`src/sv/cwlr_pkg.sv`:
```
`timescale 1ns / 1ps
`default_nettype none

package cwlr_pkg;

	// Item kinds on the func port.
	typedef enum logic [1:0] {
		FN_CAL_START  = 2'd0,
		FN_CAL_SAMPLE = 2'd1,
		FN_SET_TARGET = 2'd2,
		FN_TICK       = 2'd3
	} func_t;

	// Sequencer states, one-hot.
	typedef enum logic [8:0] {
		ST_IDLE  = 9'b000000001,
		ST_EXEC  = 9'b000000010,
		ST_S_RD  = 9'b000000100,
		ST_S_CMP = 9'b000001000,
		ST_F_RDA = 9'b000010000,
		ST_F_RDB = 9'b000100000,
		ST_F_CMP = 9'b001000000,
		ST_V_RD  = 9'b010000000,
		ST_V_OUT = 9'b100000000
	} state_t;

	localparam int WIPER_W = 8;
	localparam int VOUT_W  = 16;
	localparam int CFG_W   = 16;

	typedef logic [WIPER_W-1:0] wiper_t;

endpackage

`default_nettype wire

```
`src/sv/cwlr_ram.sv`:
```
`timescale 1ns / 1ps
`default_nettype none

module cwlr_ram #(
	parameter int WIDTH = 16,
	parameter int DEPTH = 128,
	parameter int AW    = 7
) (
	input  wire logic             clk,
	input  wire logic             we,
	input  wire logic [AW-1:0]    waddr,
	input  wire logic [WIDTH-1:0] wdata,
	input  wire logic [AW-1:0]    raddr,
	output logic      [WIDTH-1:0] rdata
);

	logic [WIDTH-1:0] mem_q [DEPTH];

	// One write port and one registered read port.
	always_ff @(posedge clk) begin
		if (we) begin
			mem_q[waddr] <= wdata;
		end
		rdata <= mem_q[raddr];
	end

endmodule

`default_nettype wire

```
`src/sv/calibrated_wiper_lookup_ramp_core.sv`:
```
// Channel       Handshake               Payload
// command in    start, busy             func, voltage_code
// result out    done (one cycle)        write_strobe, wiper_value, voltage_at_wiper,
//                                       table_ready, lookup_wiper, at_target
// config        cfg_wr_en               cfg_wr_data (ramp_step_ticks)
//
// Start, sample and tick transactions pass through EXEC, V_RD and V_OUT before the next acceptance.
// A target request on a calibrated table runs a binary search through the single read
// port of the table memory: each halving passes through S_RD and S_CMP, and a neighbor
// check in F_RDA, F_RDB and F_CMP follows when the lower bound is not the first entry.
// Reset clears all control state; table contents are undefined until sampled.
// Each result is shown for one cycle on done; the receiver cannot stall.
`timescale 1ns / 1ps
`default_nettype none

module calibrated_wiper_lookup_ramp_core #(
	parameter int POS_MIN    = 0,
	parameter int POS_MAX    = 127,
	parameter int VOLT_WIDTH = 16
) (
	input  wire logic                      clk,
	input  wire logic                      arst_n,
	input  wire logic                      start,
	output logic                           busy,
	input  wire logic [1:0]                func,
	input  wire logic [15:0]               voltage_code,
	input  wire logic                      cfg_wr_en,
	input  wire logic [cwlr_pkg::CFG_W-1:0] cfg_wr_data,
	output logic                           done,
	output logic                           write_strobe,
	output cwlr_pkg::wiper_t               wiper_value,
	output logic [cwlr_pkg::VOUT_W-1:0]    voltage_at_wiper,
	output logic                           table_ready,
	output cwlr_pkg::wiper_t               lookup_wiper,
	output logic                           at_target
);

	import cwlr_pkg::*;

	localparam int TABLE_LEN = POS_MAX - POS_MIN + 1;
	localparam int ADDR_W    = (TABLE_LEN > 1) ? $clog2(TABLE_LEN) : 1;
	localparam int CNT_W     = $clog2(TABLE_LEN + 1);
	localparam int VW        = VOLT_WIDTH;
	localparam logic [CNT_W-1:0]   TABLE_LEN_C = CNT_W'(TABLE_LEN);
	localparam logic [ADDR_W-1:0]  LAST_IDX    = ADDR_W'(TABLE_LEN - 1);
	localparam wiper_t             PMIN8       = WIPER_W'(POS_MIN);
	localparam wiper_t             PMAX8       = WIPER_W'(POS_MAX);
	localparam logic [WIPER_W:0]   PMIN9       = (WIPER_W + 1)'(POS_MIN);
	localparam logic [WIPER_W:0]   PMAX9       = (WIPER_W + 1)'(POS_MAX);

	state_t               state_q;
	func_t                func_q;
	logic [VW-1:0]        volt_in_q;
	logic [CNT_W-1:0]     cnt_q;
	logic                 cal_q;
	wiper_t               cur_q;
	wiper_t               tgt_q;
	logic [CFG_W-1:0]     ramp_cnt_q;
	logic [CFG_W-1:0]     step_q;
	logic                 strobe_q;
	logic [ADDR_W-1:0]    lo_q;
	logic [ADDR_W-1:0]    hi_q;
	logic [VW-1:0]        above_val_q;

	logic                 ram_we;
	logic [ADDR_W-1:0]    ram_raddr;
	logic [VW-1:0]        ram_rdata;
	logic [ADDR_W:0]      mid_sum;
	logic [ADDR_W-1:0]    mid;
	logic [VW+15:0]       volt_in_wide;
	logic [VW+15:0]       rdata_wide;
	logic [CNT_W-1:0]     cnt_nxt;
	logic [WIPER_W:0]     inc9;
	wiper_t               dec8;
	wiper_t               step_up;
	wiper_t               step_dn;
	logic                 cur_in_range;
	logic [ADDR_W-1:0]    cur_idx;
	logic signed [VW+1:0] dist_below;
	logic signed [VW+1:0] dist_above;
	wiper_t               lo_wiper;

	// Input voltage is kept as VOLT_WIDTH bits; read data goes out as 16 bits.
	assign volt_in_wide = {{VW{1'b0}}, voltage_code};
	assign rdata_wide   = {16'b0, ram_rdata};

	// Midpoint of the current search window.
	assign mid_sum = {1'b0, lo_q} + {1'b0, hi_q};
	assign mid     = mid_sum[ADDR_W:1];

	// Next fill count after a sample.
	assign cnt_nxt = cnt_q + 1'b1;

	// Clamped neighbors of the current wiper for ramp steps.
	assign inc9    = {1'b0, cur_q} + 1'b1;
	assign dec8    = cur_q - 1'b1;
	assign step_up = (inc9 > PMAX9) ? PMAX8 : ((inc9 < PMIN9) ? PMIN8 : inc9[WIPER_W-1:0]);
	assign step_dn = (cur_q <= PMIN8) ? PMIN8 : ((dec8 > PMAX8) ? PMAX8 : dec8);

	// Table index of the current wiper.
	assign cur_in_range = (cur_q >= PMIN8) && (cur_q <= PMAX8);
	assign cur_idx      = ADDR_W'(cur_q - PMIN8);

	// Signed distances to the entry at the lower bound and the entry below it.
	assign dist_below = $signed({2'b0, volt_in_q}) - $signed({2'b0, ram_rdata});
	assign dist_above = $signed({2'b0, above_val_q}) - $signed({2'b0, volt_in_q});

	// Wiper position of the search result.
	assign lo_wiper = WIPER_W'(PMIN9 + (WIPER_W + 1)'(lo_q));

	assign busy = (state_q != ST_IDLE);

	// Memory write on an accepted calibration sample.
	assign ram_we = (state_q == ST_EXEC) && (func_q == FN_CAL_SAMPLE) && !cal_q &&
		(cnt_q < TABLE_LEN_C);

	// Read address selection by sequencer state.
	always_comb begin
		case (state_q)
			ST_S_RD:  ram_raddr = mid;
			ST_F_RDA: ram_raddr = lo_q;
			ST_F_RDB: ram_raddr = lo_q - 1'b1;
			ST_V_RD:  ram_raddr = cur_idx;
			default:  ram_raddr = '0;
		endcase
	end

	cwlr_ram #(
		.WIDTH (VW),
		.DEPTH (TABLE_LEN),
		.AW    (ADDR_W)
	) u_table (
		.clk   (clk),
		.we    (ram_we),
		.waddr (cnt_q[ADDR_W-1:0]),
		.wdata (volt_in_q),
		.raddr (ram_raddr),
		.rdata (ram_rdata)
	);

	// Configuration register.
	always_ff @(posedge clk or negedge arst_n) begin
		if (!arst_n) begin
			step_q <= '0;
		end else if (cfg_wr_en) begin
			step_q <= cfg_wr_data;
		end
	end

	// Transaction payload latched at acceptance.
	always_ff @(posedge clk) begin
		if (start && !busy) begin
			func_q    <= func_t'(func);
			volt_in_q <= volt_in_wide[VW-1:0];
		end
	end

	// Sequencer and block state.
	always_ff @(posedge clk or negedge arst_n) begin
		if (!arst_n) begin
			state_q    <= ST_IDLE;
			cnt_q      <= '0;
			cal_q      <= 1'b0;
			cur_q      <= WIPER_W'(1);
			tgt_q      <= WIPER_W'(1);
			ramp_cnt_q <= '0;
			strobe_q   <= 1'b0;
			lo_q       <= '0;
			hi_q       <= '0;
		end else begin
			case (state_q)
				ST_IDLE: begin
					if (start) begin
						state_q <= ST_EXEC;
					end
				end
				ST_EXEC: begin
					strobe_q <= 1'b0;
					state_q  <= ST_V_RD;
					case (func_q)
						FN_CAL_START: begin
							cnt_q      <= '0;
							cal_q      <= 1'b0;
							cur_q      <= PMIN8;
							tgt_q      <= PMIN8;
							ramp_cnt_q <= '0;
							strobe_q   <= 1'b1;
						end
						FN_CAL_SAMPLE: begin
							if (ram_we) begin
								cnt_q    <= cnt_nxt;
								strobe_q <= 1'b1;
								if (cnt_nxt < TABLE_LEN_C) begin
									cur_q <= WIPER_W'(PMIN9 + (WIPER_W + 1)'(cnt_nxt));
								end else begin
									cal_q <= 1'b1;
									cur_q <= PMIN8;
									tgt_q <= PMIN8;
								end
							end
						end
						FN_SET_TARGET: begin
							if (cal_q) begin
								ramp_cnt_q <= step_q;
								lo_q       <= '0;
								hi_q       <= LAST_IDX;
								state_q    <= ST_S_RD;
							end
						end
						default: begin
							if (cal_q && (cur_q != tgt_q)) begin
								if (ramp_cnt_q >= step_q) begin
									cur_q      <= (cur_q < tgt_q) ? step_up : step_dn;
									ramp_cnt_q <= '0;
									strobe_q   <= 1'b1;
								end else begin
									ramp_cnt_q <= ramp_cnt_q + 1'b1;
								end
							end
						end
					endcase
				end
				ST_S_RD: begin
					// Issue the midpoint read, or leave the search loop.
					if (lo_q < hi_q) begin
						state_q <= ST_S_CMP;
					end else if (lo_q != '0) begin
						state_q <= ST_F_RDA;
					end else begin
						tgt_q   <= lo_wiper;
						state_q <= ST_V_RD;
					end
				end
				ST_S_CMP: begin
					if (ram_rdata < volt_in_q) begin
						lo_q <= mid + 1'b1;
					end else begin
						hi_q <= mid;
					end
					state_q <= ST_S_RD;
				end
				ST_F_RDA: begin
					state_q <= ST_F_RDB;
				end
				ST_F_RDB: begin
					state_q <= ST_F_CMP;
				end
				ST_F_CMP: begin
					// Ties between the two neighbors go to the upper entry.
					if (dist_below < dist_above) begin
						tgt_q <= WIPER_W'(lo_wiper - 1'b1);
					end else begin
						tgt_q <= lo_wiper;
					end
					state_q <= ST_V_RD;
				end
				ST_V_RD: begin
					state_q <= ST_V_OUT;
				end
				ST_V_OUT: begin
					state_q <= ST_IDLE;
				end
				default: begin
					state_q <= ST_IDLE;
				end
			endcase
		end
	end

	// Upper neighbor value captured in F_RDB, as its read data returns.
	always_ff @(posedge clk) begin
		if (state_q == ST_F_RDB) begin
			above_val_q <= ram_rdata;
		end
	end

	// Result strobe.
	always_ff @(posedge clk or negedge arst_n) begin
		if (!arst_n) begin
			done <= 1'b0;
		end else begin
			done <= (state_q == ST_V_OUT);
		end
	end

	// Result registers, loaded as the table read returns.
	always_ff @(posedge clk) begin
		if (state_q == ST_V_OUT) begin
			write_strobe     <= strobe_q;
			wiper_value      <= cur_q;
			voltage_at_wiper <= (cal_q && cur_in_range) ? rdata_wide[VOUT_W-1:0] : '0;
			table_ready      <= cal_q;
			lookup_wiper     <= tgt_q;
			at_target        <= (cur_q == tgt_q);
		end
	end

endmodule

`default_nettype wire

```
`config.mk`:
```
export PLATFORM = sky130hd
export DESIGN_NAME = calibrated_wiper_lookup_ramp_core
export DESIGN_NICKNAME = d
export VERILOG_FILES = /design/src/sv/cwlr_pkg.sv /design/src/sv/cwlr_ram.sv /design/src/sv/calibrated_wiper_lookup_ramp_core.sv
export SDC_FILE = /design/constraint.sdc
export NUM_CORES = 2
export LEC_CHECK = 0
export ABC_AREA = 1
export BUFFER_PORTS_ARGS = -buffer_cell sky130_fd_sc_hd__clkbuf_2
export CORE_MARGIN = 5
export CORE_UTILIZATION = 48
export CTS_CLUSTER_SIZE = 30
export DETAILED_ROUTE_END_ITERATION = 6
export PLACE_DENSITY = 0.73
export SKIP_CTS_REPAIR_TIMING = 1
export SLEW_MARGIN = 20
export SYNTH_ARGS = -nofsm -noshare
export SYNTH_HDL_FRONTEND = slang
export SYNTH_SLANG_ARGS = --single-unit
```
`constraint.sdc`:
```
create_clock -name clk -period 6.8 [get_ports clk]
set_clock_uncertainty 0.2 [all_clocks]
set_input_delay 1.36 -clock clk [delete_from_list [all_inputs] [get_ports clk]]
set_output_delay 1.36 -clock clk [all_outputs]
set_load 0.01 [all_outputs]
```
== Yosys cells after proc, flatten, opt, wreduce, memory -nomap -nowiden ==
Memory sizes are Yosys's and may differ from the RTL's. A register that Yosys moved wholly into a read port is not among the register bits.
Index checks and enable logic that the tools add are counted.
Word-level totals
  register bits after elaboration: 151
  memory bits (writable): 2048
  input port bits: 38
  output and inout port bits: 37
  logic and storage cells: 143
  memories: 1
Operators by class
  add/sub/neg operators: 10
  $lt $le $gt $ge: 13
  equal/unequal tests: 27
  multiplexer cells: 46
  bitwise operators: 2
  reductions and logical operators: 24
Memory list
  u_table.mem_q: depth 128, width 16, read ports 1, clocked after memory_dff 1, wr ports 1, RTL line cwlr_ram.sv:17  | logic [WIDTH-1:0] mem_q [DEPTH];
Operators by type and width (number)
  2-to-1 mux 8 bit: 19
  one-hot mux 9 bit (8 select lines): 1
  2-to-1 mux 16 bit: 3
  one-hot mux 16 bit (3 select lines): 1
  one-hot mux 8 bit (3 select lines): 2
  2-to-1 mux 7 bit: 6
  subtractor 16 x 16 -> 17 bit: 2
  one-hot mux 8 bit (2 select lines): 2
  one-hot mux 7 bit (2 select lines): 2
  one-hot mux 7 bit (4 select lines): 1
  != test 2 bit (second input constant): 9
  < comparator 17 bit: 1
  adder 16 x 1 -> 16 bit (second input constant): 1
  >= comparator 16 bit: 1
  < comparator 16 bit: 1
  < comparator 8 bit (second input constant): 2
  AND reduction 4 bit: 4
  nonzero test 3 bit: 4
  adder 8 x 1 -> 9 bit (second input constant): 1
  equality test 9 x 1 -> 1 bit (second input constant): 1
  equality test 9 x 2 -> 1 bit (second input constant): 1
  equality test 9 x 3 -> 1 bit (second input constant): 1
  equality test 9 x 4 -> 1 bit (second input constant): 1
  equality test 9 x 5 -> 1 bit (second input constant): 1
  39 further kinds: 54

== Depth between registers and ports, before layout ==
  word-level depth: 8
  gate-level depth with buffers: 27
  depth with buffers taken out: 26

== Hierarchy ==
A second synthesis with hierarchy kept.
Unflattened totals
  cells, all modules: 8060
  area, all modules: 93010.5 um2
By module, submodules not included
  cwlr_ram: instances 1, cells an instance 6793, area each 82828.2 um2, seq. area each 61819.3 um2
  calibrated_wiper_lookup_ramp_core: instances 1, cells an instance 1267, area each 10182.3 um2, seq. area each 4127.7 um2

== Worst setup path before layout ==
No wires, ideal clock.
  path type: register to register
  start point: register volt_in_q[0]
  end point: register tgt_q[3]
  setup time: 149 ps
  arrival time: 5360 ps
  data required time: 6451 ps
  setup slack: 1091 ps
  stages on the path, launching flop included: 27
  buffers on the path: 1
  period minus slack after synthesis: 5709 ps
  path through: edfxtp_1 > ha_1 > inv_1 > fa_1 > nand3_1 > nand2_1 > nand2_1 > o211ai_1 > a21o_1 > a21oi_1 > o21ai_0 > a31oi_1 > o21ai_0 > ha_1 > nand2_1 > inv_1 > nand3_1 > nor3_1 > o2111ai_1 > nand3_1 > or2_2 > nand2_1 > inv_1 > clkbuf_1 > nand2_1 > o21ai_0 > o22ai_1
Between the ends
  longest elaborated chain between the ends: 4
  elaborated cells on any way between the ends: 5
  classes of those cells: add/sub (2); order compare (1); mux (2)
Ends and longest elaborated chain
  start, declared: RTL line calibrated_wiper_lookup_ramp_core.sv:53  | logic [VW-1:0] volt_in_q;
  start signal, assigned: RTL line calibrated_wiper_lookup_ramp_core.sv:154  | volt_in_q <= volt_in_wide[VW-1:0];
  subtractor 16 x 16 -> 17 bit, on equally long branches: RTL line calibrated_wiper_lookup_ramp_core.sv:105, calibrated_wiper_lookup_ramp_core.sv:106
  < comparator 17 bit (*): RTL line calibrated_wiper_lookup_ramp_core.sv:250  | if (dist_below < dist_above) begin
  2-to-1 mux 8 bit (*): RTL line calibrated_wiper_lookup_ramp_core.sv:250
  one-hot mux 8 bit (3 select lines) (*): RTL line calibrated_wiper_lookup_ramp_core.sv:171  | case (state_q)
  end signal, assigned: RTL line calibrated_wiper_lookup_ramp_core.sv:230  | tgt_q <= lo_wiper;
  end signal, assigned: RTL line calibrated_wiper_lookup_ramp_core.sv:251  | tgt_q <= WIPER_W'(lo_wiper - 1'b1);
  end signal, assigned: RTL line calibrated_wiper_lookup_ramp_core.sv:253  | tgt_q <= lo_wiper;
  end, declared: RTL line calibrated_wiper_lookup_ramp_core.sv:57  | wiper_t tgt_q;
Mark *: on every way between the ends. The rest lies on a longest branch, timed or not.
A chain may end at the register's enable or synchronous reset.

== Worst setup path after layout ==
  start point: register volt_in_q[0]
  end point: register tgt_q[6]
The elaborated chain is that of the path after synthesis.

==> summary.txt <==
Cells and area
  • Layout cells sized above 1: 6.821%
  • # nets final: 9627
  • Number of fill cells: 16830
  • Area grow syn2layout: 10.55%
  • Post-Route Utilization: 53.43%

Logic synthesis
  • Synth top area cells: edfxtp_1, nand2_1, nand3_1
  • YS warnings: 0
  • Share of the synthesized area in the top cell type: 64.88%
  • Synthesized area: 97980 um^2
  • Register area share after synthesis: 67.31%
  • Syn avg cell area: 10.40 um^2
  • Post-synthesis cell count: 9419
  • Synth Flop Type: edfxtp_1
  • Post-synth ARST share: 3.702%
  • Most frequent cells after synthesis: nand2_1, edfxtp_1, nand3_1
  • Most common cell in the netlist: nand2_1
  • Post-synth EDFFs: 2117
  • Synth cell types: 48
  • Cell taking the most area after synthesis: edfxtp_1
  • Post-Syn Nets: 9553
  • Seq cells post-synth: 2215

Clocking
  • H-Tree Level Count: 4
  • Later-pin clock latency in the skew report: 890 ps
  • Clk pin slew, worst setup/hold paths: 60 ps
  • Clock Path Buffers: 3
  • CTS Buf Count: 210
  • CTS tree: built
  • CTS Sinks: 2215
  • Root Driver: clkbuf_16

Detailed routing
  • DRC Markers: 1
  • Drt first pass iters: 7
  • WL final: 268.1 mm
  • DR iter-0 viols: 8736
  • Vias: 68860
  • Wire per inst: 21.72 um
  • Post-DRT Antenna Nets: 0
  • Vias/cell: 5.579

Job
  • Max cap viols: 0

Worst setup path
  • Arr. time, crit path: 5690 ps
  • Critical Setup Path Class: reg -> reg
  • CP Max Fanout: 37
  • Worst Path Required: 7320 ps
  • CP peak stage delay: 470 ps
  • Worst path slowest cell: buf_4
  • Worst path most repeated cell: nand2_1
  • Crit end category: register
  • Crit start category: register

Timing
  • Endpoints failing setup: 0
  • Minimum clock period: 5172 ps
  • Fmax achieved: 0.1934 GHz
  • Relative slew slack: 20.55%
  • Final setup TNS: 0 ps
  • Worst-margin pin slew: 1187 ps
  • RSZ-0062 raised after global routing: no
  • Fin crit share: 76.06%
  • Final Hold Viols: 0
  • Slew Limit Fails: 0
  • Final worst slack: 1628 ps

Place
  • Post-detail-place hpwl: 154.2 mm
  • PortBufs: 74
  • RePlAce Congestion: 0.8824
  • Dpl ws: 1684 ps

Worst hold path
  • HP Class: in -> async

Pwr
  • Peak VDD IR: 0.2868 mV
  • Cell leakage power: 44.68 nW
  • Pwr Density: 287.8 nW/um^2

Floorplan
  • I/O Pins: 75
  • Row cnt: 165
  • Die ar.: 213300 um^2
  • Core area: 202700 um^2
  • Die Y: 461.8 um
  • Die width: 461.8 um
  • Initial core utilization: 48.33%

Global route
  • Initial antenna violation count: 15
  • Congestion Overflow GR: 0
  • Vias in the first global route: 65800
  • First-pass GRT wire length: 401.7 mm
  • GRT Util Overall: 24.72%
  • Largest net degree at the start of global routing: 149

Status
  • Failing checks: DRC
  • Status: finished, violations left
-- layer usage --
metal	global-route usage, %	routed length, um	share of wire [%]
met1	32.86	102400	38
met2	39.19	124400	46
met3	4.997	27940	10
met4	11.85	13390	5.0
met5	0	51	0.019
-- layout make-up --
type                       instances  area, um^2  share of cell area, %
sequential                      2215       65950                  60.88
multi-input combinational       5183       23930                  22.10
inverter                        1552        5829                  5.382
clock buffer                     283        5675                  5.240
tap                             2672        3343                  3.087
timing repair buffer             331        2753                  2.541
clock inverter                    97       810.8                 0.7485
antenna                           10       25.02                0.02310
-- sequential cells by signal (all words and copies together), names as in the netlist, 2 cells and up --
| register | count |
|---|---|
| above_val_q | 16 |
| cnt_q | 8 |
| cur_q | 8 |
| func_q | 2 |
| hi_q | 7 |
| lo_q | 7 |
| lookup_wiper | 8 |
| ramp_cnt_q | 16 |
| state_q | 9 |
| step_q | 16 |
| tgt_q | 8 |
| u_table.mem_q | 2048 |
| u_table.rdata | 16 |
| volt_in_q | 16 |
| voltage_at_wiper | 16 |
| wiper_value | 8 |
-- cells in the final DEF (no fill, tap or decap), types with 4 or more instances in the layout --
master	instances
nor4_1	7
buf_12	36
edfxtp_1	2117
o211ai_1	119
o22ai_1	12
nand3_2	6
inv_1	1535
inv_2	13
clkbuf_1	64
dfxtp_1	16
buf_4	222
inv_6	5
nand2_2	5
diode_2	10
o21ai_0	140
a22oi_1	10
clkbuf_16	215
nand3_1	1712
nor2_2	13
dfrtp_1	79
a21oi_1	97
bufinv_16	11
clkbuf_2	73
nand2_1	2583
nor2_4	6
nor2_1	249
clkinv_1	50
nand4_1	17
xor2_1	30
nor3_1	22
a31oi_1	6
xnor2_1	14
clkbuf_8	4
nand3b_1	5
ha_1	93
o31ai_1	6
clkinv_2	27
-- power breakdown --
part	total, mW	leakage [nW]	internal, mW	switching, mW
Clock	11.2	3.16	6.24	5.00
Sequential	16.0	20.2	15.8	0.214
Combinational	3.96	21.3	1.01	2.94
-- worst max-delay path, delay by kind of cell, from the launching register on --
family | cells | cell delay [ps]
flip-flops | 1 | 370
AO/OA/AOI/OAI | 9 | 1450
AND/OR/NAND/NOR | 10 | 1130
buffers and inverters | 4 | 860
adder cells (fa/ha/maj) | 3 | 1010
-- cells by family after synthesis --
| group | Yosys count | share of synthesized area [%] |
|---|---|---|
| muxes | 1 | 0.01149 |
| and+or+nand+nor | 4634 | 20.15 |
| buffers and inverters | 2021 | 8.392 |
| xor gates and xnor gates | 44 | 0.3933 |
| adders and majority gates | 96 | 1.249 |
| DFF | 2215 | 67.31 |
| AOI/OAI and AO/OA | 408 | 2.502 |
-- final timing paths --
check,slack [ps],cells after the start,start,endpoint
worst min-delay path,180,1,arst_n,done
worst min register to register,230,0,u_table.rdata[10],above_val_q[10]
worst max-delay path,1630,26,volt_in_q[0],tgt_q[6]
worst max register to register,1630,26,volt_in_q[0],tgt_q[6]
max in group asynchronous,5100,2,arst_n,ramp_cnt_q[8]
min in group clk,230,0,u_table.rdata[10],above_val_q[10]
-- through the flow --
step	cells	hold slack (ps)	cell area (um^2)	total power, mW
3_3_place_gp	11950	218.1	101800	20.05
5_1_grt	12340	172.7	108300	32.24
4_1_cts	12330	140.4	108300	31.22
2_1_floorplan	9419	208.2	97980	18.70
3_5_place_dp	11950	215.7	101800	20.13
6_report	12340	178.5	108300	31.17
Note: power is estimated with default switching activity, not from simulation.
